$ cat config.mk
export PLATFORM = sky130hd
export DESIGN_NAME = nsbe_ctrl
export DESIGN_NICKNAME = d
export VERILOG_FILES = /design/src/rtl/nsbe_pkg.sv /design/src/rtl/nsbe_ctrl.sv
export SDC_FILE = /design/constraint.sdc
export NUM_CORES = 1
export LEC_CHECK = 0
export BUFFER_PORTS_ARGS = -buffer_cell sky130_fd_sc_hd__buf_2
export CORE_MARGIN = 2
export CORE_UTILIZATION = 40
export DETAILED_ROUTE_END_ITERATION = 8
export PLACE_DENSITY = 0.88
export SYNTH_ARGS = -nofsm -noshare
export SYNTH_HDL_FRONTEND = slang
export SYNTH_SLANG_ARGS = --single-unit
$ cat constraint.sdc
create_clock -name clk_i -period 1.9 [get_ports clk_i]
set_clock_uncertainty 0.05 [all_clocks]
set_input_delay 0 -clock clk_i [delete_from_list [all_inputs] [get_ports clk_i]]
set_output_delay 0 -clock clk_i [all_outputs]
set_load 0.005 [all_outputs]
$ cat src/rtl/nsbe_pkg.sv
// Shared types, constants and helpers for the natural spline basis evaluator.
`timescale 1ns / 1ps

package nsbe_pkg;

  // Default knot count and the widest index the sequencer ever needs (up to 16 knots)
  localparam int unsigned NUM_KNOTS_DEF = 8;
  localparam int unsigned KIDX_W        = 4;
  localparam int unsigned CADDR_W       = 8;

  // Fixed-point widths
  localparam int unsigned DATA_W = 32;
  localparam int unsigned VAL_W  = 48;
  localparam int unsigned MUL_W  = 34;

  localparam logic signed [VAL_W-1:0] MAX48 = 48'sh7FFF_FFFF_FFFF;
  localparam logic signed [VAL_W-1:0] MIN48 = 48'sh8000_0000_0000;
  localparam logic signed [79:0]      SAT_HI = 80'sh7FFF_FFFF_FFFF;
  localparam logic signed [79:0]      SAT_LO = -80'sh8000_0000_0000;

  typedef enum logic [1:0] {
    OP_KNOT = 2'd0,
    OP_COEF = 2'd1,
    OP_EVAL = 2'd2,
    OP_NONE = 2'd3
  } op_e;

  typedef enum logic [3:0] {
    ST_IDLE,
    ST_KRD,
    ST_KE,
    ST_CM1,
    ST_CM2,
    ST_CM3,
    ST_CM4,
    ST_DIV_CHK,
    ST_DIV_WAIT,
    ST_DSTORE,
    ST_PRD,
    ST_PM1,
    ST_PM2,
    ST_PACC,
    ST_PROW,
    ST_EMIT
  } st_e;

  // Datapath micro-operations
  typedef enum logic [3:0] {
    UOP_NONE,
    UOP_LOAD_KNOT,
    UOP_LOAD_COEF,
    UOP_START,
    UOP_CUBE_E,
    UOP_CM1,
    UOP_CM2,
    UOP_CM3,
    UOP_CM4,
    UOP_DIV_CHK,
    UOP_DIV_WAIT,
    UOP_DSTORE,
    UOP_PM1,
    UOP_PM2,
    UOP_PACC,
    UOP_PROW
  } uop_e;

  typedef struct packed {
    logic [1:0]              operation;
    logic [2:0]              row_index;
    logic [2:0]              column_index;
    logic signed [DATA_W-1:0] load_value;
    logic signed [DATA_W-1:0] point;
  } in_beat_t;

  typedef struct packed {
    logic [2:0]              basis_index;
    logic signed [VAL_W-1:0] basis_value;
    logic                    last_value;
    logic                    error_flag;
  } out_beat_t;

  // Controller to datapath
  typedef struct packed {
    uop_e               uop;
    logic               first;
    logic [KIDX_W-1:0]  kidx;
    logic [KIDX_W-1:0]  jidx;
    logic [KIDX_W-1:0]  nidx;
    logic [KIDX_W-1:0]  oidx;
    logic [CADDR_W-1:0] caddr;
  } cmd_t;

  // Datapath to controller
  typedef struct packed {
    logic gap_zero;
    logic div_done;
  } sts_t;

  typedef struct packed {
    logic                    ovf;
    logic signed [VAL_W-1:0] val;
  } sat_t;

  // Clamp to the signed 48-bit range, flag when clamped
  function automatic sat_t sat48(input logic signed [79:0] v);
    sat_t r;
    r.ovf = 1'b0;
    r.val = v[VAL_W-1:0];
    if (v > SAT_HI) begin
      r.ovf = 1'b1;
      r.val = MAX48;
    end else if (v < SAT_LO) begin
      r.ovf = 1'b1;
      r.val = MIN48;
    end
    return r;
  endfunction

endpackage

$ cat src/rtl/nsbe_ctrl.sv
// Controller: sequences loads, cubes, divisions, the matrix product and result beats.
`timescale 1ns / 1ps

module nsbe_ctrl #(
  parameter int unsigned NUM_KNOTS = nsbe_pkg::NUM_KNOTS_DEF
) (
  input  logic               clk_i,
  input  logic               rst_ni,
  input  logic               in_valid_i,
  input  nsbe_pkg::in_beat_t in_beat_i,
  output logic               in_ready_o,
  input  logic               out_ready_i,
  output logic               out_valid_o,
  output logic               out_last_o,
  input  nsbe_pkg::sts_t     sts_i,
  output nsbe_pkg::cmd_t     cmd_o
);
  import nsbe_pkg::*;

  localparam int unsigned IDX_W = $clog2(NUM_KNOTS);
  localparam int unsigned AW    = $clog2(NUM_KNOTS * NUM_KNOTS);
  localparam logic [IDX_W-1:0] LAST_IDX = IDX_W'(NUM_KNOTS - 1);
  localparam logic [IDX_W-1:0] PEN_IDX  = IDX_W'(NUM_KNOTS - 2);
  localparam logic [IDX_W-1:0] END_IDX  = IDX_W'(NUM_KNOTS - 3);

  st_e              state_q, state_d;
  logic [IDX_W-1:0] k_q, k_d, j_q, j_d, n_q, n_d, o_q, o_d;
  logic [AW-1:0]    a_q, a_d;
  logic             first_q, first_d;
  op_e              op;
  logic             row_ok, col_ok;

  assign op     = op_e'(in_beat_i.operation);
  assign row_ok = 5'(in_beat_i.row_index) < 5'(NUM_KNOTS);
  assign col_ok = 5'(in_beat_i.column_index) < 5'(NUM_KNOTS);

  // Next state
  always_comb begin
    state_d = state_q;
    unique case (state_q)
      ST_IDLE:     if (in_valid_i && op == OP_EVAL) state_d = ST_KRD;
      ST_KRD:      state_d = ST_KE;
      ST_KE:       state_d = ST_CM1;
      ST_CM1:      state_d = ST_CM2;
      ST_CM2:      state_d = ST_CM3;
      ST_CM3:      state_d = ST_CM4;
      ST_CM4:      state_d = first_q ? ST_KRD : ST_DIV_CHK;
      ST_DIV_CHK:  state_d = sts_i.gap_zero ? ST_DSTORE : ST_DIV_WAIT;
      ST_DIV_WAIT: if (sts_i.div_done) state_d = ST_DSTORE;
      ST_DSTORE:   state_d = (k_q == END_IDX) ? ST_PRD : ST_KRD;
      ST_PRD:      state_d = ST_PM1;
      ST_PM1:      state_d = ST_PM2;
      ST_PM2:      state_d = ST_PACC;
      ST_PACC:     state_d = (j_q == LAST_IDX) ? ST_PROW : ST_PRD;
      ST_PROW:     state_d = (n_q == LAST_IDX) ? ST_EMIT : ST_PRD;
      ST_EMIT:     if (out_ready_i && o_q == LAST_IDX) state_d = ST_IDLE;
      default:     state_d = ST_IDLE;
    endcase
  end

  // Loop counters
  always_comb begin
    k_d     = k_q;
    j_d     = j_q;
    n_d     = n_q;
    o_d     = o_q;
    a_d     = a_q;
    first_d = first_q;
    case (state_q)
      ST_IDLE: begin
        k_d     = LAST_IDX;
        first_d = 1'b1;
      end
      ST_CM4: begin
        if (first_q) begin
          first_d = 1'b0;
          k_d     = PEN_IDX;
        end
      end
      ST_DSTORE: begin
        k_d = (k_q == PEN_IDX) ? '0 : k_q + IDX_W'(1);
        a_d = '0;
        j_d = '0;
        n_d = '0;
      end
      ST_PACC: begin
        if (j_q != LAST_IDX) begin
          j_d = j_q + IDX_W'(1);
          a_d = a_q + AW'(1);
        end
      end
      ST_PROW: begin
        n_d = n_q + IDX_W'(1);
        j_d = '0;
        a_d = a_q + AW'(1);
        o_d = '0;
      end
      ST_EMIT: if (out_ready_i) o_d = o_q + IDX_W'(1);
      default: ;
    endcase
  end

  // Commands
  always_comb begin
    cmd_o.uop   = UOP_NONE;
    cmd_o.first = first_q;
    cmd_o.kidx  = KIDX_W'(k_q);
    cmd_o.jidx  = KIDX_W'(j_q);
    cmd_o.nidx  = KIDX_W'(n_q);
    cmd_o.oidx  = KIDX_W'(o_q);
    cmd_o.caddr = CADDR_W'(a_q);
    unique case (state_q)
      ST_IDLE: begin
        if (in_valid_i) begin
          case (op)
            OP_KNOT: if (row_ok) cmd_o.uop = UOP_LOAD_KNOT;
            OP_COEF: if (row_ok && col_ok) cmd_o.uop = UOP_LOAD_COEF;
            OP_EVAL: cmd_o.uop = UOP_START;
            default: ;
          endcase
        end
      end
      ST_KE:       cmd_o.uop = UOP_CUBE_E;
      ST_CM1:      cmd_o.uop = UOP_CM1;
      ST_CM2:      cmd_o.uop = UOP_CM2;
      ST_CM3:      cmd_o.uop = UOP_CM3;
      ST_CM4:      cmd_o.uop = UOP_CM4;
      ST_DIV_CHK:  cmd_o.uop = UOP_DIV_CHK;
      ST_DIV_WAIT: cmd_o.uop = UOP_DIV_WAIT;
      ST_DSTORE: begin
        cmd_o.uop   = UOP_DSTORE;
        cmd_o.first = (k_q == PEN_IDX);
      end
      ST_PM1:      cmd_o.uop = UOP_PM1;
      ST_PM2:      cmd_o.uop = UOP_PM2;
      ST_PACC:     cmd_o.uop = UOP_PACC;
      ST_PROW:     cmd_o.uop = UOP_PROW;
      default:     cmd_o.uop = UOP_NONE;
    endcase
  end

  assign in_ready_o  = (state_q == ST_IDLE);
  assign out_valid_o = (state_q == ST_EMIT);
  assign out_last_o  = (o_q == LAST_IDX);

  always_ff @(posedge clk_i or negedge rst_ni) begin
    if (!rst_ni) begin
      state_q <= ST_IDLE;
      k_q     <= '0;
      j_q     <= '0;
      n_q     <= '0;
      o_q     <= '0;
      a_q     <= '0;
      first_q <= 1'b0;
    end else begin
      state_q <= state_d;
      k_q     <= k_d;
      j_q     <= j_d;
      n_q     <= n_d;
      o_q     <= o_d;
      a_q     <= a_d;
      first_q <= first_d;
    end
  end

endmodule
==> qor.yml, run 1 <==
final_layout:
  drive_gt1_share_pct: 25.6
  syn_to_final_growth_pct: 20.9
  final_cell_mix: "buf_2, o21ai_0, dfrtp_1, a21oi_1, nand2_1"
  final.fill_count: 346
  final_common_cell: "buf_2"
  diodes: 0
  final_util_pct: 50.7
  final_nets: 310
min_path:
  hold_path_class: "in -> reg"
timing:
  fmax_ghz: 0.554
  setup-tns-final_ns: 0
  setup_violations: 0
  hold_viol_final: 0
  rsz0062_at_grt: "no"
  min_period_over_period_pct: 95.0
  relSlewSlack_pct: 63.7
  finalCriticalPeriod_ns: 1.81
  drv_slew: 0
  worst_pin_slew_ns: 0.544
synthesis:
  syn_area_mm2: 0.00156
  yosysUniqueCellTypes: 46
  ys_top_cells_by_area: "dfrtp_1, o21ai_0, ha_1, a21oi_1, nand2_1"
  synth.avg_cell_area_um2: 8.47
  synth.yosys.warnings: 0
  synth_top_area_cell: "dfrtp_1"
  ys_seq_elements: 23
  yosysSeqAreaShare_pct: 36.9
  synth_cells: 184
  synth_top_area_share_pct: 36.9
placement:
  dp_hpwl_um: 2570
  port-buffer-count: 33
  routabilityCongestion: 0.867
cts:
  path_clk_slew_ns: 0.08
  clkLatencyLatePin_ns: 0.27
  cts_tree: "yes"
  cts_inserted_buffers: 3
  clock-sinks: 23
  cts.path.max_buffers: 2
  htreeDepth: 1
  cts_root_buffer: "clkbuf_8"
die:
  core_area_mm2: 0.00372
  initial_core_util_pct: 41.9
  top_level_ports: 110
  die-area_mm2: 0.00441
  die_y_um: 66.4
  rows: 22
  die_x_um: 66.4
job:
  maxCapViolCount: 0
worst_setup_path:
  crit_arrival_ns: 1.96
  critPathLaunchType: "register"
  path_max_fanout: 9
  crit_required_ns: 2.05
  crit_path_end_kind: "register"
  path_class: "reg -> reg"
pwr:
  power_density_mw_per_mm2: 1600
  ir_worst_vdd_mv: 0.897
  p_int_w: 0.00169
  p_sw_share_pct: 43.7
  p_leak_nw: 0.901
  power.share.clock_pct: 10.4
  combPwrFrac_pct: 58.6
  seqPwrFrac_pct: 31.0
  total_power_w: 0.00301
  p_sw_w: 0.00131
route:
  vias: 1482
  routed_via_density: 5.47
  first_iter_violations: 101
  drc: 0
  dr.pass1.iters: 4
  ant_nets: 0
  post_drt_wl_per_cell_um: 13.3
  drt-total-wl_um: 3620
grt:
  grt_pass1_wl_um: 5980
  grt_max_degree: 24
  antenna_found_initial: 0
  first_global_vias: 1301
  track_usage_pct: 17.5
  overflow: 0
status:
  status: "complete, no violations"
critical path: stages, from the launching register on:
cell	delay [ns]
dfrtp_1	0.42
ha_1	0.22
ha_1	0.19
nand2_1	0.11
a21boi_4	0.09
or4_1	0.50
a21oi_1	0.15
power groups by stage:
| stage | Combinational, W | Sequential [W] | Clock [W] |
|---|---|---|---|
| floorplan | 0.00112 | 0.000878 | 0 |
| detailed placement | 0.00163 | 0.000960 | 0 |
| global placement | 0.00158 | 0.000944 | 0 |
| CTS | 0.00164 | 0.000953 | 0.000322 |
| finish | 0.00176 | 0.000932 | 0.000313 |
| global route | 0.00199 | 0.000966 | 0.000340 |
repair_timing:
action,in CTS,in global routing
endpoints found under the setup margin,1,3
pin swaps,0,1
setup buffers,0,4
hold buffers,2,0
hold endpoints to repair,24,0
resized for setup,1,6
metrics by stage:
| step | std cells | setup WS (ns) | cell area, um2 | hold WS [ns] |
|---|---|---|---|---|
| 3_5_place_dp | 261 | 0.101 | 1770 | -0.0354 |
| 2_1_floorplan | 189 | 0.183 | 1580 | -0.346 |
| 4_1_cts | 267 | 0.00462 | 1840 | 0.0804 |
| 6_report | 271 | 0.0941 | 1880 | 0.0908 |
| 3_3_place_gp | 261 | 0.137 | 1770 | -0.0488 |
| 5_1_grt | 271 | 0.0104 | 1880 | 0.134 |
state kept, by name (all words and copies together) (netlist names):
register	count
state_q	4
o_q	3
first_q	1
j_q	3
a_q	6
k_q	3
n_q	3
synthesized netlist by cell type, drive strengths merged:
| cell | count |
|---|---|
| conb | 1 |
| nand3 | 7 |
| nor2b | 2 |
| nor4bb | 1 |
| nor2 | 10 |
| a21o | 1 |
| o22ai | 2 |
| or4 | 1 |
| a22o | 4 |
| nor4 | 1 |
| o31ai | 3 |
| ha | 8 |
| nand2b | 4 |
| clkbuf | 3 |
| nand3b | 4 |
| a22oi | 1 |
| o21ai | 22 |
| o21a | 1 |
| nand4 | 1 |
| or3b | 1 |
| a211oi | 2 |
| nor3 | 3 |
| or3 | 2 |
| a31oi | 1 |
| a2bb2oi | 2 |
| or2 | 3 |
| a21boi | 1 |
| dfrtp | 23 |
| buf | 12 |
| o311ai | 1 |
| xnor2 | 1 |
| o311a | 1 |
| and4bb | 1 |
| o2bb2ai | 1 |
| o31a | 1 |
| a21oi | 18 |
| mux2i | 2 |
| inv | 12 |
| nand2 | 16 |
| a221oi | 1 |
| and3 | 1 |
| o211ai | 1 |
final timing paths:
path                        startpoint         end  slack [ns]  cells after the start
setup / recovery                j_q[0]      a_q[5]        0.09                      6
hold / removal             out_ready_i      o_q[1]        0.09                      4
setup reg to reg                j_q[0]      a_q[5]        0.09                      6
hold reg to reg                 j_q[2]      j_q[2]        0.49                      1
max in group asynchronous       rst_ni  state_q[2]        1.22                      2
min in group asynchronous       rst_ni      k_q[2]        0.19                      2
routing by layer:
layer,vias up,wire length (um),part of all wire [%],GRT usage [%]
met5,-,0,0,0
met4,0,36,1.0,4.08
met3,5,224,6.2,4.26
met2,49,1700,47,27.1
met1,699,1650,46,24.6
li1,729,-,-,-
cell type report:
| class | instances | area (um2) | area share, % |
|---|---|---|---|
| Timing Repair Buffer | 45 | 277 | 14.7 |
| Tap cell | 48 | 60.1 | 3.19 |
| Clock buffer | 4 | 45.0 | 2.39 |
| Multi-Input combinational cell | 139 | 877 | 46.6 |
| Inverter | 12 | 45.0 | 2.39 |
| Sequential cell | 23 | 579 | 30.8 |
cells by family (layout without fill, tap and decap cells):
family	count (synthesis)	count (layout)	share of synthesized area (%)
other	1	6	0.241
and+or+nand+nor	58	58	20.2
xor gates and xnor gates	1	1	0.562
adders and majority gates	8	8	6.43
DFF	23	23	36.9
AOI/OAI and AO/OA	64	64	25.9
muxes	2	2	1.29
buffers and inverters	27	61	8.43
Power figures use the tool's default switching activity.
==> run 2: changes to the inputs <==
SETUP_SLACK_MARGIN = 0.2   (was not set)
==> run 2 against run 1 <==
  * Sequential share of layout area decreased by 2.8 points
  * Die area unchanged
  * Fmax increased by 5.4%
  * Design area increased by 10%
  * Global-route usage increased by 0.28 points
  * Largest power group unchanged
  * Sequential power increased by 0.4%
  * Highest routed layer unchanged
  * First-iteration DRC count decreased by 4.0%
  * Worst hold slack got worse by 0.011 ns
  * Worst setup slack improved by 0.092 ns
==> qor.yml, run 2 (synthesis results as in run 1) <==
min_path:
  hold_path_class: "in -> reg"  # unchanged
  worstHoldStart: "out_ready_i"  # unchanged
  hold_end: "o_q[1]"  # unchanged
  hold_depth: 4  # unchanged
die:
  die_y_um: 66.4  # unchanged
  die_x_um: 66.4  # unchanged
  rows: 22  # unchanged
  die-area_mm2: 0.00441  # unchanged
  core_area_mm2: 0.00372  # unchanged
  top_level_ports: 110  # unchanged
  initial_core_util_pct: 41.9  # unchanged
final_layout:
  syn_to_final_growth_pct: 33.3  # was 20.9%
  largest_register_ffs: 6  # unchanged
  final_nets: 322  # was 310
  top_register: "a_q"  # unchanged
  top_regs: "a_q: 6 flops, state_q: 4 flops"  # unchanged
  drive_gt1_share_pct: 36.2  # was 25.6%
  final_cell_mix: "buf_2, o21ai_0, dfrtp_1, buf_4, a21oi_1"  # was buf_2, o21ai_0, dfrtp_1, a21oi_1, nand2_1
  final.fill_count: 321  # was 346
  final_common_cell: "buf_2"  # unchanged
  diodes: 0  # unchanged
worst_setup_path:
  crit_arrival_ns: 1.82  # was 1.96 ns
  path_class: "reg -> reg"  # unchanged
  r2r_end: "j_q[2]"  # was a_q[5]
  rr_worst_depth: 6  # unchanged
  crit_path_end_kind: "register"  # unchanged
  reg2reg_from: "state_q[2]"  # was j_q[0]
  r2r_setup_slack_ns: 0.19  # was 0.09 ns
  path_max_fanout: 5  # was 9
  critPathLaunchType: "register"  # unchanged
  crit_required_ns: 2.01  # was 2.05 ns
grt:
  overflow: 0  # unchanged
  grt_max_degree: 24  # unchanged
  antenna_found_initial: 0  # unchanged
  first_global_vias: 1381  # was 1,301
  grt_pass1_wl_um: 6200  # was 5980 um
  track_usage_pct: 17.8  # was 17.5%
cts:
  path_clk_slew_ns: 0.08  # about the same
  clkLatencyLatePin_ns: 0.27  # about the same
  htreeDepth: 1  # unchanged
  cts_tree: "yes"  # unchanged
  clock-sinks: 23  # unchanged
  cts_inserted_buffers: 3  # unchanged
  cts_root_buffer: "clkbuf_8"  # unchanged
  cts.path.max_buffers: 2  # unchanged
route:
  dr.pass1.iters: 4  # unchanged
  vias: 1556  # was 1,482
  ant_nets: 0  # unchanged
  first_iter_violations: 97  # was 101
  drt-total-wl_um: 3940  # was 3620 um
  drc: 0  # unchanged
  post_drt_wl_per_cell_um: 13.9  # was 13.3 um
  routed_via_density: 5.50  # was 5.47
timing:
  fmax_ghz: 0.583  # was 0.554 GHz
  finalCriticalPeriod_ns: 1.71  # was 1.81 ns
  rsz0062_at_grt: "yes"  # was no
  worst_pin_slew_ns: 0.539  # was 0.544 ns
  min_period_over_period_pct: 90.2  # was 95.0%
  setup-tns-final_ns: 0  # unchanged
  hold_viol_final: 0  # unchanged
  fin_ws_ns: 0.186  # was 0.0941 ns
  setup_violations: 0  # unchanged
  relSlewSlack_pct: 64.1  # was 63.7%
  drv_slew: 0  # unchanged
placement:
  pre_cts_ws_ns: 0.126  # was 0.101 ns
  port-buffer-count: 33  # unchanged
  dp_hpwl_um: 2540  # was 2570 um
  routabilityCongestion: 0.844  # was 0.867
status:
  status: "complete, no violations"  # unchanged
pwr:
  power_density_mw_per_mm2: 1640  # was 1600 mW/mm2
  total_power_w: 0.00340  # was 0.00301 W
  ir_worst_vdd_mv: 0.825  # was 0.897 mV
  p_leak_nw: 0.994  # was 0.901 nW
job:
  maxCapViolCount: 0  # unchanged
-- run 2: changes by cell type in the layout (fill, tap and decap cells not counted), sizes merged --
cell,before,now
buf,43,55
-- run 2: per-layer routing --
layer / global-route usage, % / part of all wire (%) / up-vias
met5: 0 / 0 / -
met4: 3.06 / 0.30 / 0
met3: 3.41 / 6.1 / 2
met2: 30.3 / 49 / 57
met1: 23.7 / 44 / 738
li1: - / - / 759
-- run 2: how the worst max path moves through the flow --
| stage | start | endpoint | slack [ns] | cells past startpoint |
|---|---|---|---|---|
| after floorplan | j_q[0] | a_q[5] | 0.20 | 6 |
| after global placement | j_q[0] | a_q[5] | 0.15 | 6 |
| after detailed placement | j_q[0] | a_q[5] | 0.13 | 6 |
| after CTS | state_q[2] | cmd_o[25] | 0.18 | 6 |
| after global routing | state_q[2] | cmd_o[25] | 0.13 | 6 |
| final | state_q[2] | j_q[2] | 0.19 | 6 |
-- run 2: where the power goes --
group | total (W) | internal [W] | switching, W
clock network | 0.000310 | 0.000150 | 0.000161
logic | 0.00216 | 0.00107 | 0.00108
registers | 0.000936 | 0.000691 | 0.000245
total | 0.00340 | 0.00191 | 0.00149
-- run 2: worst max-delay path, cell delays in order (launching register included) --
cell and delay [ns]:
dfrtp_2 0.42, buf_4 0.14, buf_6 0.12, or3b_4 0.43, a21oi_4 0.18, nor3_2 0.07
a22o_1 0.20
-- run 2: cell type report --
class	count	area, um2	share of cell area [%]
Inverter	12	45.0	2.17
Clock buffer	4	45.0	2.17
Tap cell	48	60.1	2.89
Timing Repair Buffer	57	369	17.8
Sequential cell	23	581	28.0
Multi-Input combinational cell	139	977	47.0
-- run 2: what timing repair did --
item	4_1_cts	5_1_grt
resized for setup	10	23
endpoints found under the setup margin	5	12
pin swaps	3	8
endpoints found under the hold margin	24	0
hold buffers	2	0
cloned	0	0
setup buffers	10	5
-- run 2: through the flow --
stage	util, %	cell area [um2]	hold WS, ns	std cells
floorplan	-	1580	-0.346	189
global placement	47.6	1770	-0.0444	262
detailed placement	47.6	1770	-0.0389	262
CTS	52.1	1940	0.0743	278
global route	55.9	2080	0.107	283
finish	55.9	2080	0.0801	283
